--- config.mk ---
export PLATFORM = sky130hd
export DESIGN_NAME = thermal_false_color_map
export DESIGN_NICKNAME = d
export VERILOG_FILES = /design/src/hdl/tfcm_pkg.sv /design/src/hdl/tfcm_div_cell.sv /design/src/hdl/tfcm_palette.sv /design/src/hdl/tfcm_out_fifo.sv /design/src/hdl/thermal_false_color_map.sv
export VERILOG_INCLUDE_DIRS = /design/src /design/src/hdl
export SDC_FILE = /design/constraint.sdc
export NUM_CORES = 2
export LEC_CHECK = 0
export ABC_AREA = 1
export ABC_CLOCK_PERIOD_IN_PS = 17170
export BUFFER_PORTS_ARGS = -buffer_cell sky130_fd_sc_hd__clkbuf_2
export CAP_MARGIN = 20
export CELL_PAD_IN_SITES_DETAIL_PLACEMENT = 1
export CELL_PAD_IN_SITES_GLOBAL_PLACEMENT = 1
export CORE_UTILIZATION = 40
export CTS_CLUSTER_SIZE = 20
export DETAILED_ROUTE_END_ITERATION = 16
export HOLD_SLACK_MARGIN = 0.02
export PLACE_DENSITY = 0.65
export SLEW_MARGIN = 10
export SYNTH_ARGS = -nofsm -noshare
export SYNTH_HDL_FRONTEND = slang
export SYNTH_SLANG_ARGS = --single-unit
--- constraint.sdc ---
create_clock -name aclk -period 17.17 [get_ports aclk]
set_input_delay 0 -clock aclk [delete_from_list [all_inputs] [get_ports aclk]]
set_output_delay 0 -clock aclk [all_outputs]
set_load 0.05 [all_outputs]
--- src/hdl/thermal_false_color_map_macros.svh ---
// Assertion macros for the false color map
`ifndef THERMAL_FALSE_COLOR_MAP_MACROS_SVH
`define THERMAL_FALSE_COLOR_MAP_MACROS_SVH

`ifndef SYNTH
`define TFCM_ASSERT_IMPLY(label, clk, rstn, ante, cons) \
    label: assert property (@(posedge clk) disable iff (!rstn) (ante) |-> (cons)) \
        else $error("tfcm assertion failed");
`define TFCM_ASSERT_NEXT(label, clk, rstn, ante, cons) \
    label: assert property (@(posedge clk) disable iff (!rstn) (ante) |=> (cons)) \
        else $error("tfcm assertion failed");
`else
`define TFCM_ASSERT_IMPLY(label, clk, rstn, ante, cons)
`define TFCM_ASSERT_NEXT(label, clk, rstn, ante, cons)
`endif

`endif

--- src/hdl/tfcm_pkg.sv ---
package tfcm_pkg;

    localparam int TEMP_W     = 14;
    localparam int DIFF_W     = TEMP_W + 1;
    localparam int DEN_W      = TEMP_W;
    localparam int QUO_W      = 16;
    localparam int FRAC_W     = QUO_W + 1;
    localparam int PAL_W      = 3;
    localparam int CFG_IDX_W  = 2;
    localparam int CHAN_W     = 8;
    localparam int PIX_W      = 16;
    localparam int HOT_A_W    = 15;

    localparam int FIFO_DEPTH = 32;
    localparam int FIFO_PTR_W = $clog2(FIFO_DEPTH);
    localparam int FIFO_CNT_W = FIFO_PTR_W + 1;

    localparam logic [FRAC_W-1:0] FRAC_ONE = FRAC_W'(65536);

    localparam logic [CFG_IDX_W-1:0] CFG_RANGE_LOW      = 2'd0;
    localparam logic [CFG_IDX_W-1:0] CFG_RANGE_HIGH     = 2'd1;
    localparam logic [CFG_IDX_W-1:0] CFG_PALETTE_SELECT = 2'd2;

    localparam logic [TEMP_W-1:0] RANGE_LOW_RST  = 14'd320;
    localparam logic [TEMP_W-1:0] RANGE_HIGH_RST = 14'd640;

    localparam logic [PAL_W-1:0] PAL_IRON    = 3'd0;
    localparam logic [PAL_W-1:0] PAL_RAINBOW = 3'd1;
    localparam logic [PAL_W-1:0] PAL_GRAY    = 3'd2;
    localparam logic [PAL_W-1:0] PAL_HOT     = 3'd3;
    localparam logic [PAL_W-1:0] PAL_JET     = 3'd4;

    typedef enum logic [1:0] {
        HOT_NONE  = 2'b00,
        HOT_GREEN = 2'b01,
        HOT_BLUE  = 2'b10
    } hot_sel_t;

    typedef struct packed {
        logic              valid;
        logic              zero;
        logic              sat;
        logic [DEN_W-1:0]  rem;
        logic [DEN_W-1:0]  den;
        logic [QUO_W-1:0]  quo;
    } div_word_t;

    typedef struct packed {
        logic [CHAN_W-1:0] red;
        logic [CHAN_W-1:0] green;
        logic [CHAN_W-1:0] blue;
    } rgb_t;

    // floor(d * k / 65536), saturated at 255
    function automatic logic [CHAN_W-1:0] ramp_up(input logic [FRAC_W-1:0] d,
                                                  input logic [10:0] k);
        logic [27:0] prod;
        prod = 28'(d) * 28'(k);
        ramp_up = (prod[27:16] > 12'd255) ? 8'd255 : prod[23:16];
    endfunction

    // 255 - ceil(d * k / 65536), floored at 0
    function automatic logic [CHAN_W-1:0] ramp_down(input logic [FRAC_W-1:0] d,
                                                    input logic [10:0] k);
        logic [28:0] prod;
        prod = 29'(d) * 29'(k) + 29'd65535;
        ramp_down = (prod[28:16] > 13'd255) ? 8'd0 : 8'(8'd255 - prod[23:16]);
    endfunction

endpackage

--- src/hdl/tfcm_div_cell.sv ---
module tfcm_div_cell
    import tfcm_pkg::*;
(
    input  logic      aclk,
    input  logic      aresetn,
    input  div_word_t word_in,
    output div_word_t word_out
);

    div_word_t           word_reg;
    div_word_t           word_next;
    logic [DEN_W:0]      rem_dbl;
    logic                take;

    always_comb begin
        rem_dbl   = {word_in.rem, 1'b0};
        take      = rem_dbl >= {1'b0, word_in.den};
        word_next = word_in;
        word_next.rem = take ? DEN_W'(rem_dbl - {1'b0, word_in.den}) : DEN_W'(rem_dbl);
        word_next.quo = {word_in.quo[QUO_W-2:0], take};
    end

    always_ff @(posedge aclk) begin
        if (!aresetn) begin
            word_reg <= '0;
        end else begin
            word_reg <= word_next;
        end
    end

    assign word_out = word_reg;

endmodule

--- src/hdl/tfcm_palette.sv ---
module tfcm_palette
    import tfcm_pkg::*;
(
    input  logic              aclk,
    input  logic              aresetn,
    input  logic              in_valid,
    input  logic [FRAC_W-1:0] in_frac,
    input  logic [PAL_W-1:0]  palette_select,
    output logic              out_valid,
    output rgb_t              out_color
);

    logic                 p1_valid_reg;
    rgb_t                 p1_color_reg;
    rgb_t                 p1_color_next;
    logic [HOT_A_W-1:0]   p1_hot_a_reg;
    logic [HOT_A_W-1:0]   p1_hot_a_next;
    hot_sel_t             p1_hot_sel_reg;
    hot_sel_t             p1_hot_sel_next;
    logic                 p2_valid_reg;
    rgb_t                 p2_color_reg;
    rgb_t                 p2_color_next;

    logic [18:0]          hue;
    logic [15:0]          hue_frac;
    logic [CHAN_W-1:0]    hue_up;
    logic [CHAN_W-1:0]    hue_dn;
    logic [33:0]          hot_prod;
    logic [17:0]          hot_scaled;
    logic [27:0]          hot_quo_prod;
    logic [CHAN_W-1:0]    hot_chan;

    always_comb begin
        hue        = {in_frac, 2'b00} + 19'(in_frac);
        hue_frac   = hue[15:0];
        hue_up     = ramp_up({1'b0, hue_frac}, 11'd255);
        hue_dn     = ramp_up(FRAC_ONE - {1'b0, hue_frac}, 11'd255);
        hot_prod   = 34'(in_frac) * 34'd76500;
        hot_scaled = hot_prod[33:16];

        p1_color_next   = '0;
        p1_hot_a_next   = '0;
        p1_hot_sel_next = HOT_NONE;

        case (palette_select)
            PAL_IRON: begin
                if (in_frac < 17'd16384) begin
                    p1_color_next.blue = ramp_up(in_frac, 11'd1020);
                end else if (in_frac < 17'd32768) begin
                    p1_color_next.green = ramp_up(in_frac - 17'd16384, 11'd1020);
                    p1_color_next.blue  = 8'd255;
                end else if (in_frac < 17'd49152) begin
                    p1_color_next.red   = ramp_up(in_frac - 17'd32768, 11'd1020);
                    p1_color_next.green = 8'd255;
                    p1_color_next.blue  = ramp_down(in_frac - 17'd32768, 11'd1020);
                end else begin
                    p1_color_next.red   = 8'd255;
                    p1_color_next.green = 8'd255;
                    p1_color_next.blue  = ramp_down(in_frac - 17'd49152, 11'd1020);
                end
            end
            PAL_RAINBOW: begin
                case (hue[18:16])
                    3'd0: begin
                        p1_color_next.red   = 8'd255;
                        p1_color_next.green = hue_up;
                    end
                    3'd1: begin
                        p1_color_next.red   = hue_dn;
                        p1_color_next.green = 8'd255;
                    end
                    3'd2: begin
                        p1_color_next.green = 8'd255;
                        p1_color_next.blue  = hue_up;
                    end
                    3'd3: begin
                        p1_color_next.green = hue_dn;
                        p1_color_next.blue  = 8'd255;
                    end
                    3'd4: begin
                        p1_color_next.red  = hue_up;
                        p1_color_next.blue = 8'd255;
                    end
                    default: begin
                        p1_color_next.red  = 8'd255;
                        p1_color_next.blue = hue_dn;
                    end
                endcase
            end
            PAL_GRAY: begin
                p1_color_next.red   = ramp_up(in_frac, 11'd255);
                p1_color_next.green = p1_color_next.red;
                p1_color_next.blue  = p1_color_next.red;
            end
            PAL_HOT: begin
                if (in_frac < 17'd21627) begin
                    p1_color_next.red = ramp_up(in_frac, 11'd765);
                end else if (in_frac < 17'd43254) begin
                    p1_color_next.red = 8'd255;
                    p1_hot_a_next     = HOT_A_W'(hot_scaled - 18'd25245);
                    p1_hot_sel_next   = HOT_GREEN;
                end else begin
                    p1_color_next.red   = 8'd255;
                    p1_color_next.green = 8'd255;
                    p1_hot_a_next       = HOT_A_W'(hot_scaled - 18'd50490);
                    p1_hot_sel_next     = HOT_BLUE;
                end
            end
            PAL_JET: begin
                if (in_frac < 17'd8192) begin
                    p1_color_next.blue = 8'(8'd128 + ramp_up(in_frac, 11'd1016));
                end else if (in_frac < 17'd24576) begin
                    p1_color_next.green = ramp_up(in_frac - 17'd8192, 11'd1020);
                    p1_color_next.blue  = 8'd255;
                end else if (in_frac < 17'd40960) begin
                    p1_color_next.red   = ramp_up(in_frac - 17'd24576, 11'd1020);
                    p1_color_next.green = 8'd255;
                    p1_color_next.blue  = ramp_down(in_frac - 17'd24576, 11'd1020);
                end else if (in_frac < 17'd57344) begin
                    p1_color_next.red   = 8'd255;
                    p1_color_next.green = ramp_down(in_frac - 17'd40960, 11'd1020);
                end else begin
                    p1_color_next.red = ramp_down(in_frac - 17'd57344, 11'd1016);
                end
            end
            default: begin
                p1_color_next = '0;
            end
        endcase
    end

    // divide by 100 through a reciprocal, exact over the hot range
    always_comb begin
        hot_quo_prod  = 28'(p1_hot_a_reg) * 28'd5243;
        hot_chan      = (hot_quo_prod[27:19] > 9'd255) ? 8'd255 : hot_quo_prod[26:19];
        p2_color_next = p1_color_reg;
        case (p1_hot_sel_reg)
            HOT_GREEN: p2_color_next.green = hot_chan;
            HOT_BLUE:  p2_color_next.blue  = hot_chan;
            default:   p2_color_next       = p1_color_reg;
        endcase
    end

    always_ff @(posedge aclk) begin
        if (!aresetn) begin
            p1_valid_reg <= 1'b0;
            p2_valid_reg <= 1'b0;
        end else begin
            p1_valid_reg <= in_valid;
            p2_valid_reg <= p1_valid_reg;
        end
    end

    always_ff @(posedge aclk) begin
        p1_color_reg   <= p1_color_next;
        p1_hot_a_reg   <= p1_hot_a_next;
        p1_hot_sel_reg <= p1_hot_sel_next;
        p2_color_reg   <= p2_color_next;
    end

    assign out_valid = p2_valid_reg;
    assign out_color = p2_color_reg;

endmodule

--- src/hdl/tfcm_out_fifo.sv ---
module tfcm_out_fifo
    import tfcm_pkg::*;
(
    input  logic aclk,
    input  logic aresetn,
    input  logic wr_en,
    input  rgb_t wr_data,
    input  logic rd_en,
    output logic rd_valid,
    output rgb_t rd_data
);

    rgb_t                  mem_reg [FIFO_DEPTH];
    logic [FIFO_PTR_W-1:0] wr_ptr_reg;
    logic [FIFO_PTR_W-1:0] rd_ptr_reg;
    logic [FIFO_CNT_W-1:0] count_reg;
    logic [FIFO_CNT_W-1:0] count_next;
    logic                  out_valid_reg;
    rgb_t                  out_data_reg;
    logic                  pop;
    logic                  load;
    logic                  from_mem;
    logic                  bypass;
    logic                  push;

    assign rd_valid = out_valid_reg;
    assign rd_data  = out_data_reg;
    assign pop      = rd_en && out_valid_reg;
    assign load     = !out_valid_reg || pop;
    assign from_mem = load && (count_reg != '0);
    assign bypass   = load && (count_reg == '0) && wr_en;
    assign push     = wr_en && !bypass;

    always_comb begin
        count_next = count_reg;
        case ({push, from_mem})
            2'b10:   count_next = count_reg + 1'b1;
            2'b01:   count_next = count_reg - 1'b1;
            default: count_next = count_reg;
        endcase
    end

    always_ff @(posedge aclk) begin
        if (!aresetn) begin
            wr_ptr_reg    <= '0;
            rd_ptr_reg    <= '0;
            count_reg     <= '0;
            out_valid_reg <= 1'b0;
        end else begin
            if (push) begin
                wr_ptr_reg <= wr_ptr_reg + 1'b1;
            end
            if (from_mem) begin
                rd_ptr_reg <= rd_ptr_reg + 1'b1;
            end
            if (load) begin
                out_valid_reg <= from_mem || wr_en;
            end
            count_reg <= count_next;
        end
    end

    always_ff @(posedge aclk) begin
        if (push) begin
            mem_reg[wr_ptr_reg] <= wr_data;
        end
        if (from_mem) begin
            out_data_reg <= mem_reg[rd_ptr_reg];
        end else if (bypass) begin
            out_data_reg <= wr_data;
        end
    end

endmodule

--- src/hdl/thermal_false_color_map.sv ---
// Thermal false color map.
// s_ channel: one signed temperature word (sixteenths of a degree) per handshake.
// m_ channel: one color word per input word: 8-bit red, green, blue and RGB565.
// cfg port: range_low (index 0), range_high (index 1), palette_select (index 2),
// written with cfg_wr_en; change them only while no word is in flight.
// Throughput: one word per cycle, sustained while m_ready is held high.
// Path from input handshake to m_valid: one setup stage, a chain of 16 divider
// cells (one quotient bit each), two palette stages and a 32-entry output queue.
// s_ready is low only when 32 words are accepted and not yet taken; each word
// is given a queue slot on entry, so a stalled receiver never loses data and
// the input keeps flowing until the queue budget is used up.
// Reset (aresetn low, synchronous) empties the pipeline and queue and loads
// range_low 320, range_high 640 and the iron palette.
module thermal_false_color_map
    import tfcm_pkg::*;
(
    input  logic                 aclk,
    input  logic                 aresetn,
    input  logic                 cfg_wr_en,
    input  logic [CFG_IDX_W-1:0] cfg_index,
    input  logic [TEMP_W-1:0]    cfg_data,
    input  logic                 s_valid,
    output logic                 s_ready,
    input  logic [TEMP_W-1:0]    s_temperature,
    output logic                 m_valid,
    input  logic                 m_ready,
    output logic [CHAN_W-1:0]    m_red,
    output logic [CHAN_W-1:0]    m_green,
    output logic [CHAN_W-1:0]    m_blue,
    output logic [PIX_W-1:0]     m_pixel_565
);

`include "thermal_false_color_map_macros.svh"

    logic [TEMP_W-1:0]     range_low_reg;
    logic [TEMP_W-1:0]     range_high_reg;
    logic [PAL_W-1:0]      palette_select_reg;

    logic [FIFO_CNT_W-1:0] inflight_reg;
    logic [FIFO_CNT_W-1:0] inflight_next;
    logic                  s_accept;
    logic                  m_accept;

    logic signed [DIFF_W-1:0] diff_num;
    logic signed [DIFF_W-1:0] diff_den;
    logic signed [DIFF_W-1:0] mag_num;
    logic signed [DIFF_W-1:0] mag_den;
    div_word_t                prep_next;
    div_word_t                chain [QUO_W+1];

    logic [FRAC_W-1:0]     frac;
    logic                  pal_valid;
    rgb_t                  pal_color;
    rgb_t                  out_color;

    always_ff @(posedge aclk) begin
        if (!aresetn) begin
            range_low_reg      <= RANGE_LOW_RST;
            range_high_reg     <= RANGE_HIGH_RST;
            palette_select_reg <= PAL_IRON;
        end else if (cfg_wr_en) begin
            case (cfg_index)
                CFG_RANGE_LOW:      range_low_reg      <= cfg_data;
                CFG_RANGE_HIGH:     range_high_reg     <= cfg_data;
                CFG_PALETTE_SELECT: palette_select_reg <= cfg_data[PAL_W-1:0];
                default:            range_low_reg      <= range_low_reg;
            endcase
        end
    end

    assign s_ready  = inflight_reg != FIFO_CNT_W'(FIFO_DEPTH);
    assign s_accept = s_valid && s_ready;
    assign m_accept = m_valid && m_ready;

    always_comb begin
        inflight_next = inflight_reg;
        case ({s_accept, m_accept})
            2'b10:   inflight_next = inflight_reg + 1'b1;
            2'b01:   inflight_next = inflight_reg - 1'b1;
            default: inflight_next = inflight_reg;
        endcase
    end

    always_ff @(posedge aclk) begin
        if (!aresetn) begin
            inflight_reg <= '0;
        end else begin
            inflight_reg <= inflight_next;
        end
    end

    always_comb begin
        diff_num = $signed({s_temperature[TEMP_W-1], s_temperature})
                 - $signed({range_low_reg[TEMP_W-1], range_low_reg});
        diff_den = $signed({range_high_reg[TEMP_W-1], range_high_reg})
                 - $signed({range_low_reg[TEMP_W-1], range_low_reg});
        mag_num  = diff_den[DIFF_W-1] ? -diff_num : diff_num;
        mag_den  = diff_den[DIFF_W-1] ? -diff_den : diff_den;

        prep_next       = '0;
        prep_next.valid = s_accept;
        prep_next.zero  = mag_num[DIFF_W-1] || (mag_num == '0);
        prep_next.sat   = !prep_next.zero
                       && (mag_num[DEN_W-1:0] >= mag_den[DEN_W-1:0]);
        prep_next.rem   = mag_num[DEN_W-1:0];
        prep_next.den   = mag_den[DEN_W-1:0];
    end

    always_ff @(posedge aclk) begin
        if (!aresetn) begin
            chain[0] <= '0;
        end else begin
            chain[0] <= prep_next;
        end
    end

    for (genvar i = 0; i < QUO_W; i++) begin : g_cell
        tfcm_div_cell u_cell (
            .aclk     (aclk),
            .aresetn  (aresetn),
            .word_in  (chain[i]),
            .word_out (chain[i+1])
        );
    end

    always_comb begin
        if (chain[QUO_W].zero) begin
            frac = '0;
        end else if (chain[QUO_W].sat) begin
            frac = FRAC_ONE;
        end else begin
            frac = {1'b0, chain[QUO_W].quo};
        end
    end

    tfcm_palette u_palette (
        .aclk           (aclk),
        .aresetn        (aresetn),
        .in_valid       (chain[QUO_W].valid),
        .in_frac        (frac),
        .palette_select (palette_select_reg),
        .out_valid      (pal_valid),
        .out_color      (pal_color)
    );

    tfcm_out_fifo u_out_fifo (
        .aclk     (aclk),
        .aresetn  (aresetn),
        .wr_en    (pal_valid),
        .wr_data  (pal_color),
        .rd_en    (m_ready),
        .rd_valid (m_valid),
        .rd_data  (out_color)
    );

    assign m_red       = out_color.red;
    assign m_green     = out_color.green;
    assign m_blue      = out_color.blue;
    assign m_pixel_565 = {out_color.red[7:3], out_color.green[7:2], out_color.blue[7:3]};

    `TFCM_ASSERT_IMPLY(a_inflight_bound, aclk, aresetn, 1'b1,
        inflight_reg <= FIFO_CNT_W'(FIFO_DEPTH))
    `TFCM_ASSERT_IMPLY(a_out_has_credit, aclk, aresetn, m_valid, inflight_reg != '0)
    `TFCM_ASSERT_IMPLY(a_pipe_has_credit, aclk, aresetn, pal_valid, inflight_reg != '0)
    `TFCM_ASSERT_NEXT(a_accept_enters_chain, aclk, aresetn, s_accept, chain[0].valid)

endmodule

* After elaboration in Yosys (flattened, before gate mapping)
Memories as Yosys holds them, arrays and structs flattened. A register that Yosys moved wholly into a read port is not among the register bits.
Index checks and enable logic that the tools add are counted.
** Word-level totals
- Bits of input ports :: 35
- Output and inout bits :: 42
- Memories kept :: 1
- Word-level logic and storage cells :: 371
- RAM bits :: 768
- Flip-flop bits (word level) :: 780
** Cells by class
- Muxes and demuxes :: 67
- Equal/unequal tests :: 17
- $mul :: 17
- Reductions and logical operators :: 45
- Magnitude comparators :: 41
- $add $sub $neg :: 47
- Bitwise operators :: 1
** Memory list
- u_out_fifo.mem_reg :: depth 32, bits a word 24, rd ports 1, clocked after memory_dff 1, write ports 1, RTL line tfcm_out_fifo.sv:13 : rgb_t mem_reg [FIFO_DEPTH];
** Operators with widths (number)
- multiplier 17 x 8 -> 25 bit, second input constant :: 11
- >= comparator 15 x 14 -> 1 bit :: 16
- two-way mux 14 bit :: 16
- two-way mux 8 bit :: 27
- subtractor 14 bit :: 15
- adder 27 x 16 -> 28 bit, second input constant :: 5
- < comparator 17 x 16 -> 1 bit, second input constant :: 5
- two-way mux 16 bit :: 5
- one-hot mux 16 bit (5 select lines) :: 1
- greater-than comparator 11 x 8 -> 1 bit, second input constant :: 7
- two-way mux 24 bit :: 3
- one-hot mux 8 bit (3 select lines) :: 3
- subtractor 17 x 16 -> 17 bit, second input constant :: 4
- greater-than comparator 13 x 8 -> 1 bit, second input constant :: 5
- < comparator 17 x 15 -> 1 bit, second input constant :: 3
- multiplier 17 x 7 -> 24 bit, second input constant :: 2
- subtractor 8 bit, first input constant :: 5
- AND reduction 2 bit :: 18
- two-way mux 17 bit :: 2
- subtractor 17 x 15 -> 17 bit, second input constant :: 2
- one-hot mux 8 bit (4 select lines) :: 1
- two-way mux 15 bit :: 2
- subtractor 14 x 14 -> 15 bit :: 2
- subtractor 15 bit, second input constant :: 2
- 37 further kinds :: 73

* Depth between registers and ports, before layout
- Depth after elaboration :: 12
- Mapped depth :: 50
- Gate-level depth less buffers :: 49

* Modules after synthesis
From an unflattened synthesis, not the netlist that was laid out.
** Unflattened totals
- Cells, all modules :: 14537
- Area total of the unflattened synthesis :: 117058.5 um^2
** By module, submodules not included
- tfcm_palette :: area each 39396.5 um^2, cells an instance 5299, instances 1, seq. area each 1341.3 um^2
- tfcm_div_cell :: area each 2448.6 um^2, cells an instance 350, instances 16, seq. area each 940.9 um^2
- tfcm_out_fifo :: area each 33196.8 um^2, cells an instance 2824, instances 1, seq. area each 24223.2 um^2
- thermal_false_color_map :: area each 5287.6 um^2, cells an instance 814, instances 1, seq. area each 1361.3 um^2

* Worst setup path after synthesis
No wires, ideal clock.
- Kind :: reg2reg
- Start :: register g_cell[15].u_cell.word_reg, in the netlist g_cell[15].u_cell.word_out[44]
- End :: register u_palette.p1_color_reg[7] (netlist bit)
- Arrival time :: 8.216 ns
- Cell stages (with the launch flop) :: 47
- Path buffers :: 2
- Setup time :: 0.117 ns
- Path slack :: 8.838 ns
- Cells stage by stage :: dfxtp_1 > nor2_1 > clkbuf_1 > nand2_1 > inv_1 > ha_1 > inv_1 > fa_1 > inv_1 > nand3_1 > nand2_1 > nand2_1 > o21ai_2 > nand3_1 > nand2_1 > nand3_1 > nand2_2 > nand2_1 > [11 not listed] > ha_1 > ha_1 > inv_1 > fa_1 > fa_1 > inv_1 > ha_1 > nand2_1 > nor4_1 > nand3_1 > nand3_1 > xor2_1 > clkbuf_1 > nand2_1 > o21ai_0 > nor2_1 > a21oi_1 > nand2_1
** RTL lines
- start: declaration :: RTL line tfcm_div_cell.sv:10 : div_word_t word_reg;
- start signal: assignment :: RTL line tfcm_div_cell.sv:27 : word_reg <= word_next;
- end signal: assignment :: RTL line tfcm_palette.sv:155 : p1_color_reg <= p1_color_next;
- end: declaration :: RTL line tfcm_palette.sv:14 : rgb_t p1_color_reg;

==> out/summary.txt <==
Most common cell after layout, fill and taps aside - inv_1
First-pass GRT wire length - 536000 µm
GRT Overall Usage - 0.271
Cell mode on critical path - nand2_1
Synth Area in Simple Gates - 0.149
Hold Worst Slack - 0.0905 ns
Sequential group share of total power - 0.185
Min-delay worst type - input port to flop
Commonest cells after routing, fill and taps aside - inv_1, nand2_1, o21ai_0
Mux cell area share after synthesis - 0
Peak supply drop - 0.000883 V
Status - finished clean
Vias - 82800
Layout cells sized above 1 - 0.0548
Unrepaired setup endpoints after global routing - false
Later-pin clock latency in the skew report - 0.90 ns
Synth Area in XOR/XNOR - 0.0355
Initial drt markers - 5023
Asr flop ratio synth - 0
Critical-path top delay cell - xor2_1
GR Overflow Total - 0
Die H - 510 µm
Starting Density - 0.402
Clk pwr share - 0.169
Worst setup path class - flop to flop
Critical path peak fanout - 14
DR pass1 iterations - 5
Mapped cell area - 103000 µm²
Synthesized net count - 13500
Largest register FFs - 768
CP Capture Type - flop
CTS tree - done
Post-synth EDFFs - 792
Final wirelength - 352000 µm
Vias in the first global route - 88100
Synthesis-stage register bit count - 1553
Slew margin rel. - 0.206
Crit start category - flop
Final setup vio count - 0
Final core utilization - 0.447
WL/cell - 22.6 µm
Endpoints failing hold - 0
Max incr delay on CP - 0.86 ns
Synth Area in Adders - 0.226
Area grow syn2layout - 11.3%
CTS Sinks - 1553
Worst-path clk slew - 0.06 ns
Switch Pwr - 0.0122 W
Ys flop type - edfxtp_1
Die Area - 260000 µm²
Gates resized, CTS repair - 0
Antenna violations before repair - 6
Mean number of vias per cell - 5.31
HPWL reported at the end of detailed placement - 263000 µm
Max frequency - 96.3 MHz
H-tree depth - 4
Area of the core - 257000 µm²
Sequential share of the synthesized area - 0.378
Total number of yosys warnings - 0
Maxcap violations - 0
CTS Buf Count - 178
# Post-CTS Setup Buffers - 0
Logic gate share of total power - 0.646
Static leakage - 54.4 nW
Gp weighted congestion - 0.981
Final worst path period need - 10.38 ns
Synth Instances - 11900
Largest net degree at the start of global routing - 205
Syn_area_per_cell - 8.64 µm²
Final max-slew violation count - 0
Setup TNS - 0 ns
# rows - 186
Worst EP required - 17.85 ns
CP Data Arrival Time - 11.06 ns
Worst-case clock buffer depth - 3
Largest family of logic cells by synthesized area - adder cells
Synth cell types - 73
Num ports - 77
Synth Area in Compound Gates - 0.120
Post-route ant nets - 0
Nets - 13600
Final period util - 0.605
Filler instances - 30000
# DRC - 0
Pwr/cell area - 209 nW/µm²
Setup Skew - 0.110 ns
Die X - 510 µm
Int Pwr - 0.0118 W
Sw frac - 0.509
# port buffers - 76
Least-Margin Pin Slew - 1.18 ns
Clk root buf - clkbuf_16
## kinds of logic after synthesis
family	count (synthesis)
fa+ha+maj	1507
buf+inv	2509
flops	1553
xor+xnor	409
other cells	1
compound gates	2260
simple gates	3708
## area by class of cell
cell class	count	area, µm²	area share
Antenna cell	2	5.00	0.0000436
Clock buffer	241	4970	0.0433
Clock inverter	93	1370	0.0119
Inverter	2199	8270	0.0720
Multi-Input combinational cell	7885	55000	0.479
Sequential cell	1553	39000	0.340
Tap cell	3384	4230	0.0369
Timing Repair Buffer	247	1960	0.0170
## critical path: cells and delay by family, from the launching register on
family          cells  cell delay, ns
compound gates      1            0.22
xor+xnor            3            2.01
fa+ha+maj           8            2.97
buf+inv             9            1.66
flops               1            0.34
simple gates       24            2.97
## repair_timing
item,4_1_cts,5_1_grt
endpoints found under the setup margin,0,0
hold buffers,57,0
hold endpoints to repair,224,0
## metal layers
metal | part of all wire | vias to the layer above | track usage
li1 | - | 39100 | -
met5 | 0.000037 | - | 0
met3 | 0.041 | 508 | 0.0318
met2 | 0.48 | 1662 | 0.460
met1 | 0.45 | 41500 | 0.355
met4 | 0.038 | 2 | 0.0952
## power groups by stage
stage	clock network, W	logic, W	registers (W)
finish	0.00405	0.0155	0.00444
global placement	0	0.0152	0.00452
CTS	0.00414	0.0156	0.00445
global route	0.00428	0.0177	0.00447
floorplan	0	0.0110	0.00450
detailed placement	0	0.0155	0.00453
## worst paths after layout
check	slack, ns	start	cells past startpoint	end
worst max-delay path	6.79	g_cell[15].u_cell.word_out[45]	45	u_palette.p1_color_reg[10]
worst min-delay path	0.09	cfg_data[1]	4	range_high_reg[1]
worst min register to register	0.34	u_palette.p1_color_reg[18]	0	u_palette.out_color[18]
worst max register to register	6.79	g_cell[15].u_cell.word_out[45]	45	u_palette.p1_color_reg[10]
## per-stage QoR
stage               worst slack [ns]  cell area [µm²]  total power (W)  cells
detailed placement              6.89           108000           0.0200  15200
floorplan                       8.84           103000           0.0155  11900
CTS                             6.81           115000           0.0242  15600
global route                    5.87           115000           0.0264  15600
finish                          6.79           115000           0.0240  15600
global placement                7.02           108000           0.0197  15200
## cell usage after synthesis, types with 27 or more instances
library cell | count | area (µm²)
clkbuf_1 | 269 | 1010
fa_1 | 594 | 11900
nor2_1 | 1018 | 3820
o21bai_1 | 39 | 293
ha_1 | 913 | 11400
o21ai_0 | 998 | 4990
xnor2_1 | 142 | 1240
a31oi_1 | 36 | 225
dfxtp_1 | 761 | 15200
nor3_1 | 101 | 505
nand3_1 | 416 | 2080
nand2_1 | 1904 | 7150
nand2_2 | 29 | 181
a21o_1 | 29 | 218
nand4_1 | 106 | 663
nor4_1 | 27 | 169
xor2_1 | 257 | 2250
inv_1 | 2170 | 8150
edfxtp_1 | 792 | 23800
o22ai_1 | 215 | 1350
a21oi_1 | 764 | 3820
No activity file was read; power rests on OpenSTA's default activity.
